==> config.mk <==
export PLATFORM = sky130hd
export DESIGN_NAME = euler_totient_trial_division
export DESIGN_NICKNAME = d
export VERILOG_FILES = /design/src/rtl/core/ett_pkg.sv /design/src/rtl/core/euler_totient_trial_division.sv /design/src/rtl/core/ett_divider.sv /design/src/rtl/core/ett_multiplier.sv /design/src/rtl/core/ett_datapath.sv /design/src/rtl/core/ett_ctrl.sv
export SDC_FILE = /design/constraint.sdc
export NUM_CORES = 1
export LEC_CHECK = 0
export BUFFER_PORTS_ARGS = -buffer_cell sky130_fd_sc_hd__buf_4
export CORE_MARGIN = 2
export CORE_UTILIZATION = 40
export CTS_CLUSTER_SIZE = 14
export DETAILED_ROUTE_END_ITERATION = 8
export HOLD_SLACK_MARGIN = 0.12
export PLACE_DENSITY = 0.61
export RECOVER_POWER = 50
export SLEW_MARGIN = 20
export SYNTH_ARGS = -nofsm -noshare
export SYNTH_HDL_FRONTEND = slang
export SYNTH_SLANG_ARGS = --single-unit
==> constraint.sdc <==
create_clock -name clk -period 7.15 [get_ports clk]
set_clock_uncertainty 0.2 [all_clocks]
set_input_delay 0.3575 -clock clk [delete_from_list [all_inputs] [get_ports clk]]
set_output_delay 0.3575 -clock clk [all_outputs]
set_load 0.03 [all_outputs]
==> src/rtl/core/ett_pkg.sv <==
// Shared types and constants for the Euler totient trial-division block.
// Holds the controller state encoding and the controller/datapath command and status structs.
// Depends on nothing; the controller, the datapath and the top level import it.
package ett_pkg;

  // Default operand width of the block.
  localparam int unsigned ETT_NUM_WIDTH = 32;

  // Trial division starts at the smallest prime.
  localparam int unsigned ETT_FIRST_DIVISOR = 2;

  typedef enum logic [3:0] {
    ST_IDLE,
    ST_TOP_START,
    ST_TOP_WAIT,
    ST_FACT_MUL,
    ST_INNER_START,
    ST_INNER_WAIT,
    ST_FIN_MUL,
    ST_DONE
  } ctrl_state_t;

  // Which operand the accumulator is multiplied by.
  typedef enum logic [1:0] {
    MUL_D_MINUS1,
    MUL_D,
    MUL_N_MINUS1
  } mul_sel_t;

  typedef struct packed {
    logic     load;       // Take a new number and restart the factorization.
    logic     div_start;  // Divide the cofactor by the current divisor.
    logic     mul_start;  // Multiply the accumulator by the selected operand.
    mul_sel_t mul_sel;
    logic     n_take_q;   // Replace the cofactor by the last quotient.
    logic     d_inc;      // Move on to the next candidate divisor.
    logic     out_load;   // Copy the accumulator into the output register.
  } dp_cmd_t;

  typedef struct packed {
    logic div_done;  // Quotient and remainder are valid.
    logic mul_done;  // Product is final; the accumulator takes it on this clock edge.
    logic q_lt_d;    // Quotient is below the divisor: trial division is over.
    logic r_zero;    // Divisor divides the cofactor.
    logic n_gt1;     // Cofactor is above one.
  } dp_sts_t;

endpackage

==> src/rtl/core/euler_totient_trial_division.sv <==
// Euler totient by trial division: one number in, phi(number) out.
// Slave channel in_*: one transaction carries the number in in_tdata; bits above
// NUM_WIDTH are ignored. Master channel out_*: one transaction carries the totient.
// Inputs zero and one both give a totient of one. No state is kept between items.
// The block works on one item at a time. Each candidate divisor costs one division
// on the shared bit-serial divider, and the candidates run from 2 up to D, the
// largest candidate divisor tried (about the square root of the largest remaining
// cofactor). Each prime factor found, counted with multiplicity, adds one more
// division and one multiplication, and a leftover prime adds one multiplication.
// At 32 bits the longest run is for a prime just below 2**32.
// The result sits in an output register. While it waits for out_tready the block
// already accepts and works on the next number; it only holds in its last step when
// the previous result has still not been taken.
// Reset (rst_n low, synchronous) returns the controller to idle and drops out_tvalid;
// a number in flight is lost. No clearing pass is needed after reset.
// Depends on ett_pkg, ett_ctrl, ett_datapath, ett_divider and ett_multiplier.
module euler_totient_trial_division #(
  parameter int unsigned NUM_WIDTH = ett_pkg::ETT_NUM_WIDTH,
  parameter int unsigned TDATA_W   = ((NUM_WIDTH + 7) / 8) * 8
) (
  input  logic               clk,
  input  logic               rst_n,
  input  logic               in_tvalid,
  output logic               in_tready,
  input  logic [TDATA_W-1:0] in_tdata,   // [NUM_WIDTH-1:0] number, rest padding
  output logic               out_tvalid,
  input  logic               out_tready,
  output logic [TDATA_W-1:0] out_tdata   // [NUM_WIDTH-1:0] totient, rest zero
);

  import ett_pkg::*;

  dp_cmd_t              cmd;
  dp_sts_t              sts;
  logic [NUM_WIDTH-1:0] totient;

  // The controller owns the handshakes and sequencing; the datapath only
  // follows its commands and reports back through the status struct.
  ett_ctrl u_ctrl (
    .clk        (clk),
    .rst_n      (rst_n),
    .in_tvalid  (in_tvalid),
    .in_tready  (in_tready),
    .out_tvalid (out_tvalid),
    .out_tready (out_tready),
    .sts        (sts),
    .cmd        (cmd)
  );

  ett_datapath #(.W(NUM_WIDTH)) u_dp (
    .clk     (clk),
    .rst_n   (rst_n),
    .cmd     (cmd),
    .number  (in_tdata[NUM_WIDTH-1:0]),
    .sts     (sts),
    .totient (totient)
  );

  // Padding bits above the totient are driven to zero.
  assign out_tdata = TDATA_W'(totient);

endmodule

==> src/rtl/core/ett_divider.sv <==
// Restoring divider that produces one quotient bit per cycle.
// Used by the datapath for both the loop bound test and the divisibility test.
// Depends on nothing outside this file.
module ett_divider #(
  parameter int unsigned W = 32
) (
  input  logic         clk,
  input  logic         rst_n,
  input  logic         start,
  input  logic [W-1:0] dividend,
  input  logic [W-1:0] divisor,
  output logic         done,
  output logic [W-1:0] quotient,
  output logic [W-1:0] remainder
);

  localparam int unsigned CW = $clog2(W + 1);

  logic          busy_r, busy_nxt;
  logic          done_r, done_nxt;
  logic [CW-1:0] cnt_r, cnt_nxt;
  logic [W-1:0]  quo_r, quo_nxt;
  logic [W-1:0]  rem_r, rem_nxt;
  logic [W-1:0]  dvs_r, dvs_nxt;
  logic [W:0]    shifted;
  logic [W:0]    trial;

  assign shifted = {rem_r, quo_r[W-1]};
  assign trial   = shifted - {1'b0, dvs_r};

  always_comb begin
    busy_nxt = busy_r;
    done_nxt = 1'b0;
    cnt_nxt  = cnt_r;
    quo_nxt  = quo_r;
    rem_nxt  = rem_r;
    dvs_nxt  = dvs_r;
    if (start) begin
      busy_nxt = 1'b1;
      cnt_nxt  = '0;
      quo_nxt  = dividend;
      rem_nxt  = '0;
      dvs_nxt  = divisor;
    end else if (busy_r) begin
      // The top bit of the trial difference is set when the divisor does not fit.
      rem_nxt = trial[W] ? shifted[W-1:0] : trial[W-1:0];
      quo_nxt = {quo_r[W-2:0], ~trial[W]};
      cnt_nxt = cnt_r + 1'b1;
      if (cnt_r == CW'(W - 1)) begin
        busy_nxt = 1'b0;
        done_nxt = 1'b1;
      end
    end
  end

  always_ff @(posedge clk) begin
    if (!rst_n) begin
      busy_r <= 1'b0;
      done_r <= 1'b0;
      cnt_r  <= '0;
    end else begin
      busy_r <= busy_nxt;
      done_r <= done_nxt;
      cnt_r  <= cnt_nxt;
    end
  end

  always_ff @(posedge clk) begin
    quo_r <= quo_nxt;
    rem_r <= rem_nxt;
    dvs_r <= dvs_nxt;
  end

  assign done      = done_r;
  assign quotient  = quo_r;
  assign remainder = rem_r;

endmodule

==> src/rtl/core/ett_multiplier.sv <==
// Shift-and-add multiplier keeping the low W bits of the product.
// Stops as soon as no multiplier bits are left. Depends on nothing outside this file.
module ett_multiplier #(
  parameter int unsigned W = 32
) (
  input  logic         clk,
  input  logic         rst_n,
  input  logic         start,
  input  logic [W-1:0] mcand,
  input  logic [W-1:0] mplier,
  output logic         done,
  output logic [W-1:0] product
);

  logic         busy_r, busy_nxt;
  logic         done_r, done_nxt;
  logic [W-1:0] prod_r, prod_nxt;
  logic [W-1:0] mcand_r, mcand_nxt;
  logic [W-1:0] mplr_r, mplr_nxt;

  always_comb begin
    busy_nxt  = busy_r;
    done_nxt  = 1'b0;
    prod_nxt  = prod_r;
    mcand_nxt = mcand_r;
    mplr_nxt  = mplr_r;
    if (start) begin
      busy_nxt  = 1'b1;
      prod_nxt  = '0;
      mcand_nxt = mcand;
      mplr_nxt  = mplier;
    end else if (busy_r) begin
      if (mplr_r == '0) begin
        busy_nxt = 1'b0;
        done_nxt = 1'b1;
      end else begin
        if (mplr_r[0]) begin
          prod_nxt = prod_r + mcand_r;
        end
        mcand_nxt = {mcand_r[W-2:0], 1'b0};
        mplr_nxt  = {1'b0, mplr_r[W-1:1]};
      end
    end
  end

  always_ff @(posedge clk) begin
    if (!rst_n) begin
      busy_r <= 1'b0;
      done_r <= 1'b0;
    end else begin
      busy_r <= busy_nxt;
      done_r <= done_nxt;
    end
  end

  always_ff @(posedge clk) begin
    prod_r  <= prod_nxt;
    mcand_r <= mcand_nxt;
    mplr_r  <= mplr_nxt;
  end

  assign done    = done_r;
  assign product = prod_r;

endmodule

==> src/rtl/core/ett_datapath.sv <==
// Datapath of the totient block: cofactor, divisor and accumulator registers,
// the shared divider, the multiplier and the output data register.
// Depends on ett_pkg, ett_divider and ett_multiplier.
module ett_datapath #(
  parameter int unsigned W = 32
) (
  input  logic             clk,
  input  logic             rst_n,
  input  ett_pkg::dp_cmd_t cmd,
  input  logic [W-1:0]     number,
  output ett_pkg::dp_sts_t sts,
  output logic [W-1:0]     totient
);

  import ett_pkg::*;

  logic [W-1:0] n_r, n_nxt;
  logic [W-1:0] d_r, d_nxt;
  logic [W-1:0] acc_r, acc_nxt;
  logic [W-1:0] out_r, out_nxt;
  logic [W-1:0] mul_op;
  logic [W-1:0] quotient;
  logic [W-1:0] remainder;
  logic [W-1:0] product;
  logic         div_done;
  logic         mul_done;

  ett_divider #(.W(W)) u_div (
    .clk       (clk),
    .rst_n     (rst_n),
    .start     (cmd.div_start),
    .dividend  (n_r),
    .divisor   (d_r),
    .done      (div_done),
    .quotient  (quotient),
    .remainder (remainder)
  );

  always_comb begin
    unique case (cmd.mul_sel)
      MUL_D_MINUS1: mul_op = d_r - 1'b1;
      MUL_D:        mul_op = d_r;
      MUL_N_MINUS1: mul_op = n_r - 1'b1;
      default:      mul_op = d_r;
    endcase
  end

  ett_multiplier #(.W(W)) u_mul (
    .clk     (clk),
    .rst_n   (rst_n),
    .start   (cmd.mul_start),
    .mcand   (acc_r),
    .mplier  (mul_op),
    .done    (mul_done),
    .product (product)
  );

  always_comb begin
    n_nxt   = n_r;
    d_nxt   = d_r;
    acc_nxt = acc_r;
    out_nxt = out_r;
    if (cmd.load) begin
      n_nxt   = number;
      d_nxt   = W'(ETT_FIRST_DIVISOR);
      acc_nxt = W'(1);
    end else begin
      if (cmd.n_take_q) n_nxt = quotient;
      if (cmd.d_inc)    d_nxt = d_r + 1'b1;
      if (mul_done)     acc_nxt = product;
    end
    if (cmd.out_load) out_nxt = acc_r;
  end

  always_ff @(posedge clk) begin
    n_r   <= n_nxt;
    d_r   <= d_nxt;
    acc_r <= acc_nxt;
    out_r <= out_nxt;
  end

  assign sts.div_done = div_done;
  assign sts.mul_done = mul_done;
  assign sts.q_lt_d   = quotient < d_r;
  assign sts.r_zero   = remainder == '0;
  assign sts.n_gt1    = n_r > W'(1);
  assign totient      = out_r;

endmodule

==> src/rtl/core/ett_ctrl.sv <==
// Controller state machine of the totient block: sequences divisions and
// multiplications and runs the input and output handshakes.
// Depends on ett_pkg.
module ett_ctrl (
  input  logic             clk,
  input  logic             rst_n,
  input  logic             in_tvalid,
  output logic             in_tready,
  output logic             out_tvalid,
  input  logic             out_tready,
  input  ett_pkg::dp_sts_t sts,
  output ett_pkg::dp_cmd_t cmd
);

  import ett_pkg::*;

  ctrl_state_t state_r, state_nxt;
  logic        out_valid_r, out_valid_nxt;
  logic        out_free;

  assign out_free = !out_valid_r || out_tready;

  // Next state.
  always_comb begin
    state_nxt = state_r;
    unique case (state_r)
      ST_IDLE:        if (in_tvalid) state_nxt = ST_TOP_START;
      ST_TOP_START:   state_nxt = ST_TOP_WAIT;
      ST_TOP_WAIT: begin
        if (sts.div_done) begin
          if (sts.q_lt_d) begin
            state_nxt = sts.n_gt1 ? ST_FIN_MUL : ST_DONE;
          end else if (sts.r_zero) begin
            state_nxt = ST_FACT_MUL;
          end else begin
            state_nxt = ST_TOP_START;
          end
        end
      end
      ST_FACT_MUL:    if (sts.mul_done) state_nxt = ST_INNER_START;
      ST_INNER_START: state_nxt = ST_INNER_WAIT;
      ST_INNER_WAIT: begin
        if (sts.div_done) begin
          state_nxt = sts.r_zero ? ST_FACT_MUL : ST_TOP_START;
        end
      end
      ST_FIN_MUL:     if (sts.mul_done) state_nxt = ST_DONE;
      ST_DONE:        if (out_free) state_nxt = ST_IDLE;
      default:        state_nxt = ST_IDLE;
    endcase
  end

  // Outputs.
  always_comb begin
    cmd         = '0;
    cmd.mul_sel = MUL_D;
    in_tready   = 1'b0;
    unique case (state_r)
      ST_IDLE: begin
        in_tready = 1'b1;
        cmd.load  = in_tvalid;
      end
      ST_TOP_START, ST_INNER_START: cmd.div_start = 1'b1;
      ST_TOP_WAIT: begin
        if (sts.div_done) begin
          if (sts.q_lt_d) begin
            cmd.mul_start = sts.n_gt1;
            cmd.mul_sel   = MUL_N_MINUS1;
          end else if (sts.r_zero) begin
            cmd.n_take_q  = 1'b1;
            cmd.mul_start = 1'b1;
            cmd.mul_sel   = MUL_D_MINUS1;
          end else begin
            cmd.d_inc = 1'b1;
          end
        end
      end
      ST_INNER_WAIT: begin
        if (sts.div_done) begin
          if (sts.r_zero) begin
            cmd.n_take_q  = 1'b1;
            cmd.mul_start = 1'b1;
            cmd.mul_sel   = MUL_D;
          end else begin
            cmd.d_inc = 1'b1;
          end
        end
      end
      ST_DONE:  cmd.out_load = out_free;
      default: ;
    endcase
  end

  always_comb begin
    out_valid_nxt = out_valid_r;
    if (cmd.out_load) begin
      out_valid_nxt = 1'b1;
    end else if (out_tready) begin
      out_valid_nxt = 1'b0;
    end
  end

  always_ff @(posedge clk) begin
    if (!rst_n) begin
      state_r     <= ST_IDLE;
      out_valid_r <= 1'b0;
    end else begin
      state_r     <= state_nxt;
      out_valid_r <= out_valid_nxt;
    end
  end

  assign out_tvalid = out_valid_r;

endmodule
==> results.md, run 1 <==
* Hold WC Path Type: reg2reg
* Routed Antenna Nets at 0
* Crit-path slowest cell: clkbuf_1
* Vias after detailed routing at 15900
* R2r setup slk at 1.77 ns
* Ys async rst share at 0%
* Worst-path fanout max at 86
* Setup crit start: u_ctrl.state_r[2]
* Die Area at 49300 um2
* Vias in the first global route at 14900
* Clk sink count at 334
* Worst-path cell chain: nor3_1 > and2_0 > clkbuf_1 > o21ai_0
* Crit share post-route at 75.2%
* Lkg Pwr at 7.87 nW
* Non-Filler Instances at 2781
* Max Fclk at 186 MHz
* Syn nets at 2219
* Slew @ Worst Pin at 4.40 ns
* Failing checks: max-capacitance violations, max-slew violations
* Synth Flop Type: edfxtp_1
* Num CTS Buffers at 40
* CP Class: reg2reg
* Number of flops mapped to enable cells by yosys at 192
* DRC viols at 0
* Sw Share at 31.8%
* Crit. path cell count at 4
* MaxCap Viol Count at 5
* Unrepaired setup endpoints after global routing: false
* P&R area growth vs syn at 13.3%
* Global-route wire length before repair at 84200 um
* Initial drt markers at 1321
* P_sw at 1.88 mW
* Final nets at 2281
* Worst r2r dst: u_dp.n_r[31]
* Routed wire length at 53900 um
* Distinct cells, synth at 76
* Grt ovf at 0
* Gr usage total at 21.4%
* Fin. Hold Viols at 0
* HPWL Detailed at 37400 um
* R2r startpoint: u_ctrl.state_r[2]
* Initial antenna violation count at 1
* DR pass1 iterations at 7
* Arr. time, crit path at 5.32 ns
* CTS Buffer Depth at 3
* P_int at 4.02 mW
* Area of placed instances at 20000 um2
* Sequential share of the synthesized area at 45.3%
* Outcome: complete, but fails checks
* Final Cell Area at 21500 um2
* Crit-path max cell delay at 3.10 ns
* CTS tree: done
* Crit path to: u_dp.n_r[31]
* Max VDD drop at 0.186 mV
* CP Data Required Time at 7.09 ns
* Clock Power Share at 34.8%
* Yosys warnings at 0
* Post-DR vias/cell at 5.70
* Crit path max-delay family: buffers and inverters
* Max-slew violations at 298
* FP Rows at 79
* Worst reg2reg path depth at 4
* Layout cells sized above 1 at 7.59%
* Mean Syn Cell Area at 9.13 um2
* Logic pwr share at 24.8%
* DIE HEIGHT at 222 um
* Clock slew at reported path FFs at 0.06 ns
* Core ar. at 46800 um2
* Post-Syn Area at 19000 um2
* Nature of the critical path startpoint: flop
* Largest net degree at the start of global routing at 87
* Setup TNS after final layout at 0 ns
* DP Cell Count at 2673
* Mapped Cells at 2082
* Routability cong. at 0.965
* Detail-routed net length per standard cell at 19.4 um
* Critical path endpoint category: flop
* I/O pin count at 70
* Skew-Pair Late Insertion Delay at 0.57 ns
* Share of the synthesized area in the top cell type at 30.3%
* H-tree depth at 2
* Flops & latches, synth at 334
* I/O Buffers at 69
* P per Cell Area at 274 nW/um2
* Initial core utilization at 40.6%
* Final setup fails at 0
* Die width at 222 um
* Final Critical Period at 5.38 ns
* Worst path bufs/invs at 1
* CTS Root Cell: clkbuf_16
* Worst slew margin at -193%
* Top post-synthesis cells by area: edfxtp_1 30%, dfxtp_1 15%, nand2_1 6.6%
* Post-synth top area cell: edfxtp_1
* Sequential Power Share at 40.4%
-- logic make-up after synthesis --
family          count (synthesis)  synth area share (%)
simple gates                  772                  18.6
compound gates                495                  16.2
flops                         334                  45.3
buf+inv                       204                  4.25
fa+ha+maj                     101                  6.73
xor+xnor                       91                  4.19
mux                            85                  4.69
-- layer usage --
| layer | up-vias | GRT usage, % | share of wire (%) | wire length (um) |
|---|---|---|---|---|
| met5 | - | 0 | 0 | 0 |
| met4 | 0 | 7.67 | 2.9 | 1560 |
| met3 | 92 | 2.97 | 6.1 | 3310 |
| met2 | 459 | 33.5 | 44 | 23700 |
| met1 | 7626 | 30.1 | 47 | 25300 |
| li1 | 7679 | - | - | - |
-- worst reg2reg max path, stage by stage (launching register included) --
cell and delay (ns):
dfxtp_1 0.47, nor3_1 0.53, and2_0 0.31, clkbuf_1 3.10, o21ai_0 0.35
-- worst min-delay path by stage --
stage | start | end | slack, ns | cells past startpoint
floorplan | u_dp.d_r[16] | u_dp.u_div.dvs_r[16] | 0.20 | 0
global placement | u_dp.u_mul.busy_r | u_dp.u_mul.done | 0.22 | 2
detailed placement | u_dp.u_mul.busy_r | u_dp.u_mul.done | 0.23 | 2
CTS | u_dp.u_mul.busy_r | u_dp.u_mul.done | 0.24 | 2
global route | u_dp.u_mul.busy_r | u_dp.u_mul.done | 0.27 | 2
finish | u_dp.u_mul.busy_r | u_dp.u_mul.done | 0.24 | 2
-- power groups by stage --
stage | Combinational (mW) | Sequential, mW | Clock (mW)
4_1_cts | 1.45 | 2.38 | 2.09
6_report | 1.46 | 2.38 | 2.05
3_5_place_dp | 1.43 | 2.41 | 0
3_3_place_gp | 1.41 | 2.42 | 0
5_1_grt | 1.63 | 2.40 | 2.16
2_1_floorplan | 1.14 | 2.35 | 0
-- through the flow --
| step | worst slack (ns) | power [mW] | hold WS (ns) | utilization, % |
|---|---|---|---|---|
| after CTS | 2.25 | 5.92 | 0.241 | 46.3 |
| after floorplan | 2.16 | 3.49 | 0.203 | - |
| after global routing | 1.22 | 6.19 | 0.268 | 46.0 |
| after global placement | 2.27 | 3.82 | 0.220 | 42.8 |
| final | 1.77 | 5.90 | 0.235 | 46.0 |
| after detailed placement | 2.27 | 3.85 | 0.233 | 42.8 |
-- registers in the layout, summed over array words and instances (netlist names) --
signal	count
u_dp.totient	32
u_dp.n_r	32
u_dp.u_div.remainder	32
u_dp.u_mul.busy_r	1
u_dp.u_div.done	1
u_dp.u_mul.mcand_r	32
u_ctrl.out_tvalid	1
u_ctrl.state_r	3
u_dp.u_mul.product	32
u_dp.u_div.quotient	32
u_dp.u_div.dvs_r	32
u_dp.u_mul.mplr_r	32
u_dp.u_div.busy_r	1
u_dp.d_r	32
u_dp.acc_r	32
u_dp.u_mul.done	1
u_dp.u_div.cnt_r	6
-- cell usage in the layout (no fill, tap or decap), types with 33 or more instances in the layout --
cell	n
a21oi_1	170
buf_4	52
clkbuf_1	48
clkbuf_16	42
dfxtp_1	140
dlygate4sd3_1	35
edfxtp_1	192
ha_1	99
inv_1	97
mux2i_1	53
nand2_1	332
nand3_1	42
nor2_1	191
nor3_1	43
nor4_1	33
o21ai_0	98
xnor2_1	55
xor2_1	36
-- final cells by class --
type / count / area, um2
fill: 4429 / 25200
inverter: 97 / 364
multi-input combinational: 1544 / 9600
clock buffer: 53 / 1120
antenna: 1 / 2.50
tap: 607 / 759
timing repair buffer: 127 / 891
sequential: 334 / 8610
clock inverter: 18 / 171
-- synth_stat cells, drive strengths merged (14+ instances only) --
cell,number
mux2i,53
xnor2,55
a21oi,170
nand4,26
buf,38
xor2,36
nor4,36
nor3,44
a211oi,30
or3,23
a31oi,31
o211ai,15
o21bai,14
nand2,332
a21o,25
inv,97
dfxtp,142
o22ai,19
mux2,32
ha,99
nand3,42
clkbuf,69
or4,14
edfxtp,192
nor2,192
o21ai,101
-- repair_timing --
action,CTS,global route
hold endpoints to repair,45,0
setup buffers,0,0
resized for setup,0,0
hold buffers,35,0
Note: power is estimated with default switching activity, not from simulation.
==> inputs of run 2 (changes only) <==
- clock period: 7.15 -> 5.1 ns (I/O delays scaled with it)
==> run 2 against run 1 <==
  * The flow still finishes with violations (max-capacitance violations, max-slew violations)
  * Worst setup slack worse by 1.1 ns
  * Clock power up 42%
  * Sequential share of layout area is 0.34 points lower
  * Critical path type unchanged
  * Largest power group unchanged
  * Highest routed layer unchanged
==> results.md, run 2 (synthesis results as in run 1) <==
* Outcome: complete, but fails checks
* Failing checks: max-capacitance violations, max-slew violations
* Final Critical Period at 4.47 ns (-0.902 ns)
* CTS tree: done
* Grt ovf at 0 (unchanged)
* PostCTS Resize Cnt at 0 (unchanged)
* Tightest hold margin at 0.243 ns (+0.00776 ns)
* Post-DR vias/cell at 5.64 (-1.2%)
* Die width at 222 um (unchanged)
* DIE HEIGHT at 222 um (unchanged)
* Commonest non-fill, non-tap cell in the layout: nand2_1
* Crit. path cell count at 11 (+7)
* MaxCap Viol Count at 5 (unchanged)
* Worst path bufs/invs at 2 (+1)
* Routed wire length at 53400 um (-0.97%)
* Lkg Pwr at 7.99 nW (+1.4%)
* Skew-Pair Late Insertion Delay at 0.57 ns (about the same)
* Worst-path fanout max at 83 (-3.5%)
* Worst r2r dst: u_dp.u_mul.mcand_r[21]
* Core ar. at 46800 um2 (unchanged)
* Fin. Hold Viols at 0 (unchanged)
* Clock slew at reported path FFs at 0.06 ns (about the same)
* HPWL Detailed at 37300 um (about the same)
* Crit-path slowest cell: buf_4
* Vias in the first global route at 15200 (+1.5%)
* CTS Root Cell: clkbuf_16
* Crit share post-route at 87.7% (+13 points)
* R2r setup slk at 0.63 ns (-1.15 ns)
* Unrepaired setup endpoints after global routing: false
* Crit path to: u_dp.u_mul.mcand_r[21]
* Max-slew violations at 225 (-24%)
* I/O pin count at 70 (unchanged)
* Setup TNS after final layout at 0 ns (unchanged)
* Critical path endpoint category: flop
* Initial core utilization at 40.6% (unchanged)
* Crit-path max cell delay at 0.72 ns (-2.38 ns)
* Area of placed instances at 20200 um2 (+0.71%)
* Initial antenna violation count at 1 (unchanged)
* Postcts setup bufs at 0 (unchanged)
* Max Fclk at 223 MHz (+20%)
* CP Class: reg2reg
* Arr. time, crit path at 4.58 ns (-0.74 ns)
* Slew @ Worst Pin at 2.45 ns (-1.95 ns)
* Global-route wire length before repair at 84800 um (+0.68%)
* DRC viols at 0 (unchanged)
* Worst reg2reg path depth at 11 (+7)
* Final Cell Area at 21700 um2 (+0.85%)
* P&R area growth vs syn at 14.2%
* Hold WC Path Type: reg2reg
* Gr usage total at 21.5% (+0.12 points)
* Inserted Diodes at 0 (-1)
* Largest net degree at the start of global routing at 84 (-3.4%)
* FILL cells at 4464 (+0.79%)
* Routed Antenna Nets at 0 (unchanged)
* CTS Buffer Depth at 3 (unchanged)
* Vias after detailed routing at 15800 (-0.33%)
* Final setup fails at 0 (unchanged)
* CP Data Required Time at 5.21 ns (-1.88 ns)
* R2r startpoint: u_dp.d_r[2]
* Initial drt markers at 1398 (+5.8%)
* Worst-path cell chain: inv_1 > ha_1 > a211oi_1 > o21ai_1 > a2111oi_0 > nor2_1 > o311ai_2 > and2_1 > a311o_2 > buf_4 > mux2_2
* Hold_buf cts at 37 (+5.7%)
* P per Cell Area at 384 nW/um2 (+40%)
* DR pass1 iterations at 6 (-1)
* Die Area at 49300 um2 (unchanged)
* Setup crit start: u_dp.d_r[2]
* I/O Buffers at 69 (unchanged)
* Num CTS Buffers at 40 (unchanged)
* Nature of the critical path startpoint: flop
* Layout cells sized above 1 at 8.33% (+0.74 points)
* Routability cong. at 0.989 (+2.6%)
* Max VDD drop at 0.276 mV (+48%)
* Clk sink count at 334 (unchanged)
* Final nets at 2302 (+0.92%)
* H-tree depth at 2 (unchanged)
* Crit path max-delay family: compound AO/OA/AOI/OAI gates
* Most frequent cells in the layout: 332 x nand2_1, 192 x edfxtp_1, 191 x nor2_1, 170 x a21oi_1, 140 x dfxtp_1
* FP Rows at 79 (unchanged)
* Worst slew margin at -63.1% (+130 points)
* Detail-routed net length per standard cell at 19.0 um (-1.8%)
## run 2: cell count changes in the layout (fill, tap and decap cells not counted), moves of 2 or more
cell / change
buf_4: +16
clkbuf_8: -2
clkinv_4: +2
clkbuf_1: +4
dlygate4sd3_1: +2
clkinvlp_4: -2
inv_6: +3
## run 2: worst min-delay path: stages (launching register included)
cell and delay, ns:
dfxtp_1 0.32, nand3_1 0.07, nor2_1 0.03
## run 2: layout make-up
cell class / count / area [um2] / area share (%)
well taps: 607 / 759 / 3.50
multi-input cells: 1544 / 9600 / 44.2
inverters: 97 / 364 / 1.68
flip-flops and latches: 334 / 8610 / 39.7
clock buffers: 53 / 1100 / 5.08
repair buffers: 148 / 1040 / 4.81
clock inverters: 21 / 226 / 1.04
## run 2: power by group
group / internal (mW) / switching (mW) / leakage, nW
Clock: 1.74 / 1.18 / 0.651
Combinational: 0.853 / 1.22 / 4.58
Sequential: 3.09 / 0.249 / 2.75
Total: 5.68 / 2.65 / 7.99
## run 2: stage by stage
step	setup WS, ns	cells	power (mW)	util [%]
after global placement	0.917	2692	5.39	43.1
after CTS	0.700	2803	8.37	46.8
after floorplan	0.107	2082	4.89	-
after detailed placement	0.734	2692	5.42	43.1
after global routing	0.295	2804	8.79	46.4
final	0.625	2804	8.33	46.4
## run 2: worst min path at each step
stage / from / to / slack, ns / cells after the start
2_1_floorplan: rst_n / u_ctrl.state_r[0] / 0.17 / 2
3_3_place_gp: u_dp.acc_r[13] / u_dp.totient[13] / 0.25 / 0
3_5_place_dp: u_dp.acc_r[18] / u_dp.totient[18] / 0.24 / 0
4_1_cts: u_dp.u_mul.busy_r / u_dp.u_mul.done / 0.24 / 2
5_1_grt: u_dp.u_mul.busy_r / u_dp.u_mul.done / 0.25 / 2
6_report: u_dp.u_mul.busy_r / u_dp.u_mul.done / 0.24 / 2
## run 2: per-layer routing
layer	wire length, um	vias up	track usage [%]
met4	1200	0	6.52
met3	3490	80	3.25
met5	0	-	0
met2	23500	531	33.5
li1	-	7707	-
met1	25100	7485	30.8
